**src/jsu_pkg.sv**
```systemverilog
// ----------------------------------------------------------------------------
// jsu_pkg
// Shared types and codes for the JSON string unescape block: request and
// result words, the job word that travels from front end to back end, and
// the result kind and error codes.
// ----------------------------------------------------------------------------
package jsu_pkg;

  // Depth of the job queue between front end and back end
  localparam int QDepth = 4;
  localparam int QAw    = $clog2(QDepth);
  localparam int QCw    = $clog2(QDepth + 1);

  // Result kinds
  localparam logic [1:0] KIND_DATA  = 2'd0;
  localparam logic [1:0] KIND_CLOSE = 2'd1;
  localparam logic [1:0] KIND_ERROR = 2'd2;

  // Error codes
  localparam logic [2:0] ERR_NONE      = 3'd0;
  localparam logic [2:0] ERR_UNTERM    = 3'd1;
  localparam logic [2:0] ERR_CTRL      = 3'd2;
  localparam logic [2:0] ERR_ESC_UNTRM = 3'd3;
  localparam logic [2:0] ERR_ESC_UNKN  = 3'd4;
  localparam logic [2:0] ERR_BAD_HEX   = 3'd5;
  localparam logic [2:0] ERR_NO_LOW    = 3'd6;
  localparam logic [2:0] ERR_LONE_LOW  = 3'd7;

  // One input request
  typedef struct packed {
    logic [7:0] in_byte;
    logic       start_req;
    logic       at_end;
  } req_t;

  // One result
  typedef struct packed {
    logic [7:0] out_byte;
    logic [1:0] kind;
    logic [2:0] error_code;
    logic       last;
  } res_t;

  // Work for the back end: one code point (or raw byte) and its result count
  typedef struct packed {
    logic [1:0]  kind;
    logic [2:0]  error_code;
    logic [20:0] cp;
    logic [1:0]  nres;   // number of results minus one
  } job_t;

  // Queue status seen by the front end and the back end
  typedef struct packed {
    logic full;
    logic empty;
  } q_status_t;

endpackage

```
**src/jsu_queue.sv**
```systemverilog
// ----------------------------------------------------------------------------
// jsu_queue
// Short job queue between the front end and the back end. Push and pop may
// happen in the same cycle.
// ----------------------------------------------------------------------------
module jsu_queue (
  input  logic              clk,
  input  logic              rst,
  input  logic              push,
  input  jsu_pkg::job_t     din,
  input  logic              pop,
  output jsu_pkg::job_t     dout,
  output jsu_pkg::q_status_t status
);
  import jsu_pkg::*;

  job_t           slots [QDepth];
  logic [QAw-1:0] wr_ptr;
  logic [QAw-1:0] rd_ptr;
  logic [QCw-1:0] count;

  // Store pushed jobs
  always_ff @(posedge clk) begin
    if (push) begin
      slots[wr_ptr] <= din;
    end
  end

  // Advance pointers and fill count
  always_ff @(posedge clk) begin
    if (rst) begin
      wr_ptr <= '0;
      rd_ptr <= '0;
      count  <= '0;
    end else begin
      if (push) begin
        wr_ptr <= (wr_ptr == QAw'(QDepth - 1)) ? '0 : wr_ptr + 1'b1;
      end
      if (pop) begin
        rd_ptr <= (rd_ptr == QAw'(QDepth - 1)) ? '0 : rd_ptr + 1'b1;
      end
      if (push && !pop) begin
        count <= count + 1'b1;
      end else if (pop && !push) begin
        count <= count - 1'b1;
      end
    end
  end

  assign dout         = slots[rd_ptr];
  assign status.full  = (count == QCw'(QDepth));
  assign status.empty = (count == '0);

endmodule

```
**src/jsu_front.sv**
```systemverilog
// ----------------------------------------------------------------------------
// jsu_front
// Front end: takes one request per cycle unless the queue is full, runs the
// string scanner and turns each request that yields output into one job.
// ----------------------------------------------------------------------------
module jsu_front (
  input  logic               clk,
  input  logic               rst,
  input  logic               req_valid,
  output logic               req_stall,
  input  jsu_pkg::req_t      req,
  input  jsu_pkg::q_status_t q_status,
  output logic               push,
  output jsu_pkg::job_t      job
);
  import jsu_pkg::*;

  typedef enum logic [6:0] {
    S_IDLE    = 7'b0000001,
    S_STR     = 7'b0000010,
    S_ESC     = 7'b0000100,
    S_HEX1    = 7'b0001000,
    S_WANT_BS = 7'b0010000,
    S_WANT_U  = 7'b0100000,
    S_HEX2    = 7'b1000000
  } scan_state_t;

  localparam logic [7:0]  ChQuote = 8'h22;
  localparam logic [7:0]  ChBslash = 8'h5C;
  localparam logic [7:0]  ChSlash = 8'h2F;
  localparam logic [7:0]  ChSpace = 8'h20;
  localparam logic [7:0]  ChU = 8'h75;
  localparam logic [5:0]  HighTag = 6'b110110;
  localparam logic [5:0]  LowTag = 6'b110111;
  localparam logic [20:0] Plane1 = 21'h10000;

  scan_state_t state, state_next;
  logic [1:0]  hex_count, hex_count_next;
  logic [15:0] hex_accum, hex_accum_next;
  logic [9:0]  high_half, high_half_next;

  logic        accept;
  logic        job_valid;
  logic        hex_ok;
  logic [3:0]  hex_val;
  logic [15:0] acc_shift;
  logic [20:0] pair_cp;

  // Decode one ASCII hex digit
  function automatic logic [4:0] hex_decode(input logic [7:0] c);
    logic [4:0] r;
    r = '0;
    if (c >= 8'h30 && c <= 8'h39) begin
      r = {1'b1, 4'(c - 8'h30)};
    end else if (c >= 8'h61 && c <= 8'h66) begin
      r = {1'b1, 4'(c - 8'h57)};
    end else if (c >= 8'h41 && c <= 8'h46) begin
      r = {1'b1, 4'(c - 8'h37)};
    end
    return r;
  endfunction

  function automatic job_t err_job(input logic [2:0] code);
    job_t j;
    j = '{kind: KIND_ERROR, error_code: code, cp: '0, nres: '0};
    return j;
  endfunction

  function automatic job_t byte_job(input logic [7:0] b);
    job_t j;
    j = '{kind: KIND_DATA, error_code: ERR_NONE, cp: {13'd0, b}, nres: '0};
    return j;
  endfunction

  // UTF-8 encoding length of a code point, minus one
  function automatic job_t utf8_job(input logic [20:0] cp);
    job_t j;
    j = '{kind: KIND_DATA, error_code: ERR_NONE, cp: cp, nres: 2'd3};
    if (cp < 21'h80) begin
      j.nres = 2'd0;
    end else if (cp < 21'h800) begin
      j.nres = 2'd1;
    end else if (cp < 21'h10000) begin
      j.nres = 2'd2;
    end
    return j;
  endfunction

  assign accept    = req_valid && !q_status.full;
  assign req_stall = q_status.full;
  assign {hex_ok, hex_val} = hex_decode(req.in_byte);
  assign acc_shift = {hex_accum[11:0], hex_val};
  assign pair_cp   = Plane1 + {1'b0, high_half, acc_shift[9:0]};

  // Scanner next state and job
  always_comb begin
    state_next     = state;
    hex_count_next = hex_count;
    hex_accum_next = hex_accum;
    high_half_next = high_half;
    job_valid      = 1'b0;
    job            = '{kind: KIND_DATA, error_code: ERR_NONE, cp: '0, nres: '0};
    if (req.at_end) begin
      state_next = S_IDLE;
      unique case (state)
        S_STR: begin
          job_valid = 1'b1;
          job       = err_job(ERR_UNTERM);
        end
        S_ESC: begin
          job_valid = 1'b1;
          job       = err_job(ERR_ESC_UNTRM);
        end
        S_HEX1, S_HEX2: begin
          job_valid = 1'b1;
          job       = err_job(ERR_BAD_HEX);
        end
        S_WANT_BS, S_WANT_U: begin
          job_valid = 1'b1;
          job       = err_job(ERR_NO_LOW);
        end
        default: ;
      endcase
    end else if (req.start_req) begin
      state_next     = S_STR;
      hex_count_next = '0;
      hex_accum_next = '0;
      high_half_next = '0;
    end else begin
      unique case (state)
        S_STR: begin
          job_valid = 1'b1;
          if (req.in_byte == ChQuote) begin
            state_next = S_IDLE;
            job        = '{kind: KIND_CLOSE, error_code: ERR_NONE, cp: '0, nres: '0};
          end else if (req.in_byte < ChSpace) begin
            state_next = S_IDLE;
            job        = err_job(ERR_CTRL);
          end else if (req.in_byte == ChBslash) begin
            state_next = S_ESC;
            job_valid  = 1'b0;
          end else begin
            job = byte_job(req.in_byte);
          end
        end
        S_ESC: begin
          state_next = S_STR;
          job_valid  = 1'b1;
          case (req.in_byte)
            ChQuote, ChBslash, ChSlash: job = byte_job(req.in_byte);
            8'h62: job = byte_job(8'h08);
            8'h66: job = byte_job(8'h0C);
            8'h6E: job = byte_job(8'h0A);
            8'h72: job = byte_job(8'h0D);
            8'h74: job = byte_job(8'h09);
            ChU: begin
              state_next     = S_HEX1;
              hex_count_next = '0;
              hex_accum_next = '0;
              job_valid      = 1'b0;
            end
            default: begin
              state_next = S_IDLE;
              job        = err_job(ERR_ESC_UNKN);
            end
          endcase
        end
        S_HEX1, S_HEX2: begin
          if (!hex_ok) begin
            state_next = S_IDLE;
            job_valid  = 1'b1;
            job        = err_job(ERR_BAD_HEX);
          end else begin
            hex_accum_next = acc_shift;
            if (hex_count == 2'd3) begin
              hex_count_next = '0;
              if (state == S_HEX1) begin
                if (acc_shift[15:10] == HighTag) begin
                  high_half_next = acc_shift[9:0];
                  state_next     = S_WANT_BS;
                end else if (acc_shift[15:10] == LowTag) begin
                  state_next = S_IDLE;
                  job_valid  = 1'b1;
                  job        = err_job(ERR_LONE_LOW);
                end else begin
                  state_next = S_STR;
                  job_valid  = 1'b1;
                  job        = utf8_job({5'd0, acc_shift});
                end
              end else begin
                job_valid = 1'b1;
                if (acc_shift[15:10] != LowTag) begin
                  state_next = S_IDLE;
                  job        = err_job(ERR_NO_LOW);
                end else begin
                  state_next = S_STR;
                  job        = utf8_job(pair_cp);
                end
              end
            end else begin
              hex_count_next = hex_count + 1'b1;
            end
          end
        end
        S_WANT_BS: begin
          if (req.in_byte == ChBslash) begin
            state_next = S_WANT_U;
          end else begin
            state_next = S_IDLE;
            job_valid  = 1'b1;
            job        = err_job(ERR_NO_LOW);
          end
        end
        S_WANT_U: begin
          if (req.in_byte == ChU) begin
            state_next     = S_HEX2;
            hex_count_next = '0;
            hex_accum_next = '0;
          end else begin
            state_next = S_IDLE;
            job_valid  = 1'b1;
            job        = err_job(ERR_NO_LOW);
          end
        end
        default: state_next = S_IDLE;
      endcase
    end
  end

  assign push = accept && job_valid;

  // Update scanner state on each accepted request
  always_ff @(posedge clk) begin
    if (rst) begin
      state     <= S_IDLE;
      hex_count <= '0;
      hex_accum <= '0;
      high_half <= '0;
    end else if (accept) begin
      state     <= state_next;
      hex_count <= hex_count_next;
      hex_accum <= hex_accum_next;
      high_half <= high_half_next;
    end
  end

endmodule

```
**src/jsu_back.sv**
```systemverilog
// ----------------------------------------------------------------------------
// jsu_back
// Back end: takes queued jobs and drives their results, one per cycle while
// not stalled, through the output register. Code points become UTF-8 bytes here.
// ----------------------------------------------------------------------------
module jsu_back (
  input  logic               clk,
  input  logic               rst,
  input  jsu_pkg::job_t      head,
  input  jsu_pkg::q_status_t q_status,
  output logic               pop,
  output logic               res_valid,
  input  logic               res_stall,
  output jsu_pkg::res_t      res
);
  import jsu_pkg::*;

  localparam logic [7:0] LeadTwo   = 8'hC0;
  localparam logic [7:0] LeadThree = 8'hE0;
  localparam logic [7:0] LeadFour  = 8'hF0;

  logic [1:0] idx;
  logic       load;
  logic       last_one;
  logic [7:0] byte_out;
  logic [1:0] remain;
  logic [5:0] six;

  assign load     = !res_valid || !res_stall;
  assign last_one = (idx == head.nres);
  assign pop      = load && !q_status.empty && last_one;
  assign remain   = head.nres - idx;

  // Pick the six payload bits of a continuation byte
  always_comb begin
    case (remain)
      2'd0:    six = head.cp[5:0];
      2'd1:    six = head.cp[11:6];
      default: six = head.cp[17:12];
    endcase
  end

  // Form the byte for position idx of the current job
  always_comb begin
    byte_out = {2'b10, six};
    if (head.nres == 2'd0) begin
      byte_out = head.cp[7:0];
    end else if (idx == 2'd0) begin
      case (head.nres)
        2'd1:    byte_out = LeadTwo | {3'd0, head.cp[10:6]};
        2'd2:    byte_out = LeadThree | {4'd0, head.cp[15:12]};
        default: byte_out = LeadFour | {5'd0, head.cp[20:18]};
      endcase
    end
  end

  // Walk through the results of the head job
  always_ff @(posedge clk) begin
    if (rst) begin
      idx       <= '0;
      res_valid <= 1'b0;
    end else if (load) begin
      res_valid <= !q_status.empty;
      if (!q_status.empty) begin
        idx <= last_one ? 2'd0 : idx + 1'b1;
      end
    end
  end

  // Hold the result payload
  always_ff @(posedge clk) begin
    if (load && !q_status.empty) begin
      res.out_byte   <= byte_out;
      res.kind       <= head.kind;
      res.error_code <= head.error_code;
      res.last       <= last_one;
    end
  end

endmodule

```
**src/json_string_unescape_utf8_top.sv**
```systemverilog
// Decodes the body of a JSON string literal one byte per request: a start
// request carries the opening quote, plain bytes pass through, escapes turn
// into their characters and \u escapes (with surrogate pairs joined) into
// one to four UTF-8 bytes; the closing quote gives a close result and any
// fault gives one error result, after which the block waits for the next
// start request. Requests are taken at one per cycle while the queue is not
// full. Each request that yields output becomes one job in a four-entry
// queue, and the back end drives the job's results one at a time through
// its output register; the input stalls only when the queue is full.
// ----------------------------------------------------------------------------
// json_string_unescape_utf8_top
// Top level: front-end scanner, job queue and UTF-8 back end.
// ----------------------------------------------------------------------------
module json_string_unescape_utf8_top (
  input  logic          clk,
  input  logic          rst,
  input  logic          req_valid,
  output logic          req_stall,
  input  jsu_pkg::req_t req,
  output logic          res_valid,
  input  logic          res_stall,
  output jsu_pkg::res_t res
);
  import jsu_pkg::*;

  job_t      push_job;
  job_t      head_job;
  logic      push;
  logic      pop;
  q_status_t q_status;

  jsu_front u_front (
    .clk       (clk),
    .rst       (rst),
    .req_valid (req_valid),
    .req_stall (req_stall),
    .req       (req),
    .q_status  (q_status),
    .push      (push),
    .job       (push_job)
  );

  jsu_queue u_queue (
    .clk    (clk),
    .rst    (rst),
    .push   (push),
    .din    (push_job),
    .pop    (pop),
    .dout   (head_job),
    .status (q_status)
  );

  jsu_back u_back (
    .clk       (clk),
    .rst       (rst),
    .head      (head_job),
    .q_status  (q_status),
    .pop       (pop),
    .res_valid (res_valid),
    .res_stall (res_stall),
    .res       (res)
  );

  // Close and error results always end their request
  a_end_is_last: assert property (@(posedge clk) disable iff (rst)
    res_valid && (res.kind == KIND_CLOSE || res.kind == KIND_ERROR) |-> res.last)
    else $error("close or error result without last");

  // Data and close results carry no error code, errors always carry one
  a_code_matches_kind: assert property (@(posedge clk) disable iff (rst)
    res_valid |-> ((res.kind == KIND_ERROR) == (res.error_code != ERR_NONE)))
    else $error("error code does not match result kind");

  // Only the three defined kinds appear
  a_kind_known: assert property (@(posedge clk) disable iff (rst)
    res_valid |-> (res.kind == KIND_DATA || res.kind == KIND_CLOSE ||
                   res.kind == KIND_ERROR))
    else $error("undefined result kind");

endmodule
```
**config.mk**
```make
export PLATFORM = sky130hd
export DESIGN_NAME = json_string_unescape_utf8_top
export DESIGN_NICKNAME = d
export VERILOG_FILES = /design/src/jsu_pkg.sv /design/src/jsu_queue.sv /design/src/jsu_front.sv /design/src/jsu_back.sv /design/src/json_string_unescape_utf8_top.sv
export SDC_FILE = /design/constraint.sdc
export NUM_CORES = 1
export LEC_CHECK = 0
export BUFFER_PORTS_ARGS = -buffer_cell sky130_fd_sc_hd__buf_2
export CAP_MARGIN = 20
export CORE_MARGIN = 3
export CORE_UTILIZATION = 30
export CTS_BUF_LIST = sky130_fd_sc_hd__clkbuf_4 sky130_fd_sc_hd__clkbuf_8
export DETAILED_ROUTE_END_ITERATION = 10
export GPL_TIMING_DRIVEN = 1
export SYNTH_ARGS = -nofsm -noshare
export SYNTH_HDL_FRONTEND = slang
export SYNTH_SLANG_ARGS = --single-unit
```
**constraint.sdc**
```tcl
create_clock -name clk -period 5.2 [get_ports clk]
set_input_delay 1.04 -clock clk [delete_from_list [all_inputs] [get_ports clk]]
set_output_delay 1.04 -clock clk [all_outputs]
set_load 0.03 [all_outputs]
```
==> flow_summary_export.csv <==
group,metric,value,unit
setup_path,crit_start,"req[2]",
pwr,comb_power_share,8.9,%
detailed_routing,avgViaCountPerCell,5.23,
clock_tree,cts_max_path_buffers,2,
synth,synth_seq_cells,169,
sta,finalCriticalPeriod,3.81,ns
detailed_routing,via_count,5015,
status,status,"completed",
global_route,track_usage,12.4,%
sta,clock.fmax,262,MHz
setup_path,crit_required,5.59,ns
setup_path,cp-start-kind,"primary input",
sta,rsz0062_at_grt,"no",
finish,fillers,2483,
setup_path,reg2reg_depth,12,
finish,stdcell_count,959,
synth,ys_warn_count,0,
synth,synth_flop_cell,"edfxtp_1",
place,dp_cells,927,
place,hpwl,11.9,mm
synth,ys_types,71,
global_route,gr-total-overflow,0,
finish,diodes,0,
global_route,grt_pass1_wl,27.2,mm
pwr,p_int,0.00203,W
global_route,grt_pass1_vias,4811,
synth,synth-edff-count,126,
setup_path,path_class,"primary input to flop",
setup_path,worstSetupEndpointType,"flop",
finish,drive_above_1_share,18.3,%
sta,setup_viol,0,
clock_tree,cts_buffers,17,
sta,hold_ws,0.479,ns
sta,slew_viol_final,0,
global_route,grt_max_degree,29,
flow_run,drv_cap,0,
floorplan,start_util,30.8,%
clock_tree,cts-root-buf,"clkbuf_8",
setup_path,arrival,4.20,ns
clock_tree,cts_max_level,4,
synth,syn_inst,590,
pwr,swShare,25.0,%
pwr,power_per_cell_area,310,nW/um^2
detailed_routing,antenna_left,0,
floorplan,num_rows,58,
clock_tree,clkSinkCount,169,
place,io_buffers,29,
synth,syn_nets,623,
detailed_routing,wirelength,17.0,mm
synth,ys_top_cells_by_area,"edfxtp_1 (48%), dfxtp_1 (11%), mux4_2 (8.0%)",
synth,ys_seq_area_share,59.2,%
floorplan,die-height,168,um
clock_tree,clkLatencyLatePin,0.47,ns
sta,fin_skew,0.0184,ns
sta,tightest_slew,0.715,ns
min_path,holdPathStages,2,
finish,final_util,34.3,%
pwr,power.switching,0.000676,W
detailed_routing,drtPass1Iterations,5,
synth,syn_avg_cell_area,13.3,sq um
synth,syn_area,7850,sq um
detailed_routing,drt_iter0_markers,586,
pwr,clkPwrFrac,36.3,%
clock_tree,hold_buffers,0,
sta,hold_viol_final,0,
floorplan,die_x,168,um
min_path,worstHoldStart,"u_back.res_valid",
clock_tree,clk_pin_slew,0.09,ns
floorplan,coreArea,25500,sq um
floorplan,boundaryPins,30,
global_route,antenna_found_initial,0,
sta,setup_tns,0,ns
synth,synth_top_area_share,48.2,%
sta,slew_headroom,52.0,%
pwr,vdd_drop_max,142,uV
pwr,p_seq_share,54.8,%
floorplan,die_area,28100,sq um
finish,area_growth,11.5,%
pwr,leakage,2.85,nW
clock_tree,cts_setup_buffers,0,
finish,fin_nets,649,
min_path,min_path_type,"flop to flop",
clock_tree,cts_tree,"built",
setup_path,worstPathMaxFanout,9,
place,gp_congestion,0.865,
synth,yosysTopAreaCell,"edfxtp_1",
detailed_routing,wire_per_inst,17.7,um
sta,timing.final.crit_share,73.4,%
detailed_routing,drc,0,
synth,synthArstFlopShare,0,%
clock_tree,cts_resized,0,
## cell type report
class                           instances  area, sq um  area share [%]
Tap cell                              330          413            4.72
Clock inverter                         15          193            2.20
Inverter                               21         78.8           0.901
Timing Repair Buffer                   35          190            2.17
Multi-Input combinational cell        372         2990            34.2
Clock buffer                           17          234            2.67
Sequential cell                       169         4650            53.1
## state kept, by name (all words and copies together), names as in the netlist, named ones only
register and cells:
u_queue.slots 112, u_front.hex_accum 12, u_front.high_half 10, u_queue.wr_ptr 2, u_queue.count 3, u_back.res_valid 1, u_back.res 14, u_queue.rd_ptr 2
u_back.idx 2, u_front.state 7, u_front.hex_count 2
## synthesized netlist by cell type (3+ instances only)
master,count
a22o_1,30
xnor2_1,3
a21o_1,5
nand2_1,28
buf_2,6
and4_1,4
and2_1,9
a22oi_1,9
o211ai_1,3
a31oi_1,5
o311ai_0,3
a211o_1,3
or2_2,5
dfxtp_1,43
nor3b_1,6
xor2_1,6
nand4b_1,4
mux2_2,4
o21ai_1,3
clkbuf_1,19
mux4_2,28
nor3_1,12
o21ai_0,19
mux2i_1,7
or3_1,4
or4_1,4
edfxtp_1,126
inv_1,21
nand2b_1,8
and3_1,4
a211oi_1,6
a21oi_1,26
nor2b_1,5
ha_1,18
nor2_1,45
nand3_1,11
nand4_1,4
nor4_1,5
## stage by stage
stage                     instance area [sq um]  power (W)  worst slack [ns]
final                                      8750    0.00271              1.39
after global routing                       8750    0.00283              1.17
after floorplan                            7850    0.00169              1.31
after detailed placement                   8320    0.00176             0.913
after global placement                     8320    0.00176             0.996
after CTS                                  8750    0.00274              1.41
## path summary, 6_finish.rpt
kind | to | slack, ns
setup / recovery | u_queue.count[2] | 1.39
hold reg to reg | u_back.res_valid | 0.48
hold / removal | u_back.res_valid | 0.48
setup reg to reg | u_queue.count[2] | 1.73
## logic make-up (layout without fill, tap and decap cells)
family          count (synthesis)  count (layout)  synth area share, %
simple gates                  168             168                 11.6
compound gates                135             135                 12.5
mux                            40              40                 9.64
fa+ha+maj                      19              19                 3.12
xor+xnor                       10              10                 1.31
buf+inv                        49              88                 2.68
flops                         169             169                 59.2
## routing by layer
layer | global-route usage [%] | share of wire [%] | up-vias
met1 | 18.1 | 49 | 2509
li1 | - | - | 2362
met2 | 18.4 | 46 | 130
met3 | 2.57 | 4.2 | 14
met5 | 0 | 0 | -
met4 | 4.02 | 1.2 | 0
## cells in the final DEF (no fill, tap or decap), drive strengths merged, types with 6 or more instances in the layout
cell type / netlist / final
o21ai: 22 / 22
nand3: 11 / 11
edfxtp: 126 / 126
mux4: 28 / 28
nand2b: 8 / 8
a21oi: 29 / 29
buf: 9 / 35
nor4: 6 / 6
and2: 9 / 9
mux2i: 7 / 7
a22o: 30 / 30
ha: 18 / 18
dfxtp: 43 / 43
nand2: 28 / 28
nor2: 45 / 45
nor3b: 6 / 6
inv: 21 / 25
a211oi: 7 / 7
xor2: 6 / 6
nor3: 12 / 12
a22oi: 9 / 9
clkbuf: 19 / 17
## worst max-delay path: stages
cell and delay [ns]:
buf_2 0.15, inv_1 0.08, ha_1 0.25, or3b_1 0.36
and4_4 0.22, nor2_1 0.25, o21ai_1 0.14, a21oi_2 0.33
ha_1 0.24, inv_1 0.07, fa_1 0.43, xor2_1 0.17
or3_1 0.31, a21oi_1 0.14
## power groups by stage
stage,sequential [W],combinational (W),clock [W]
3_3_place_gp,0.00152,0.000242,0
3_5_place_dp,0.00152,0.000243,0
4_1_cts,0.00149,0.000244,0.00101
2_1_floorplan,0.00154,0.000152,0
6_report,0.00149,0.000240,0.000984
5_1_grt,0.00149,0.000265,0.00107
(Power assumes the default switching activity.)
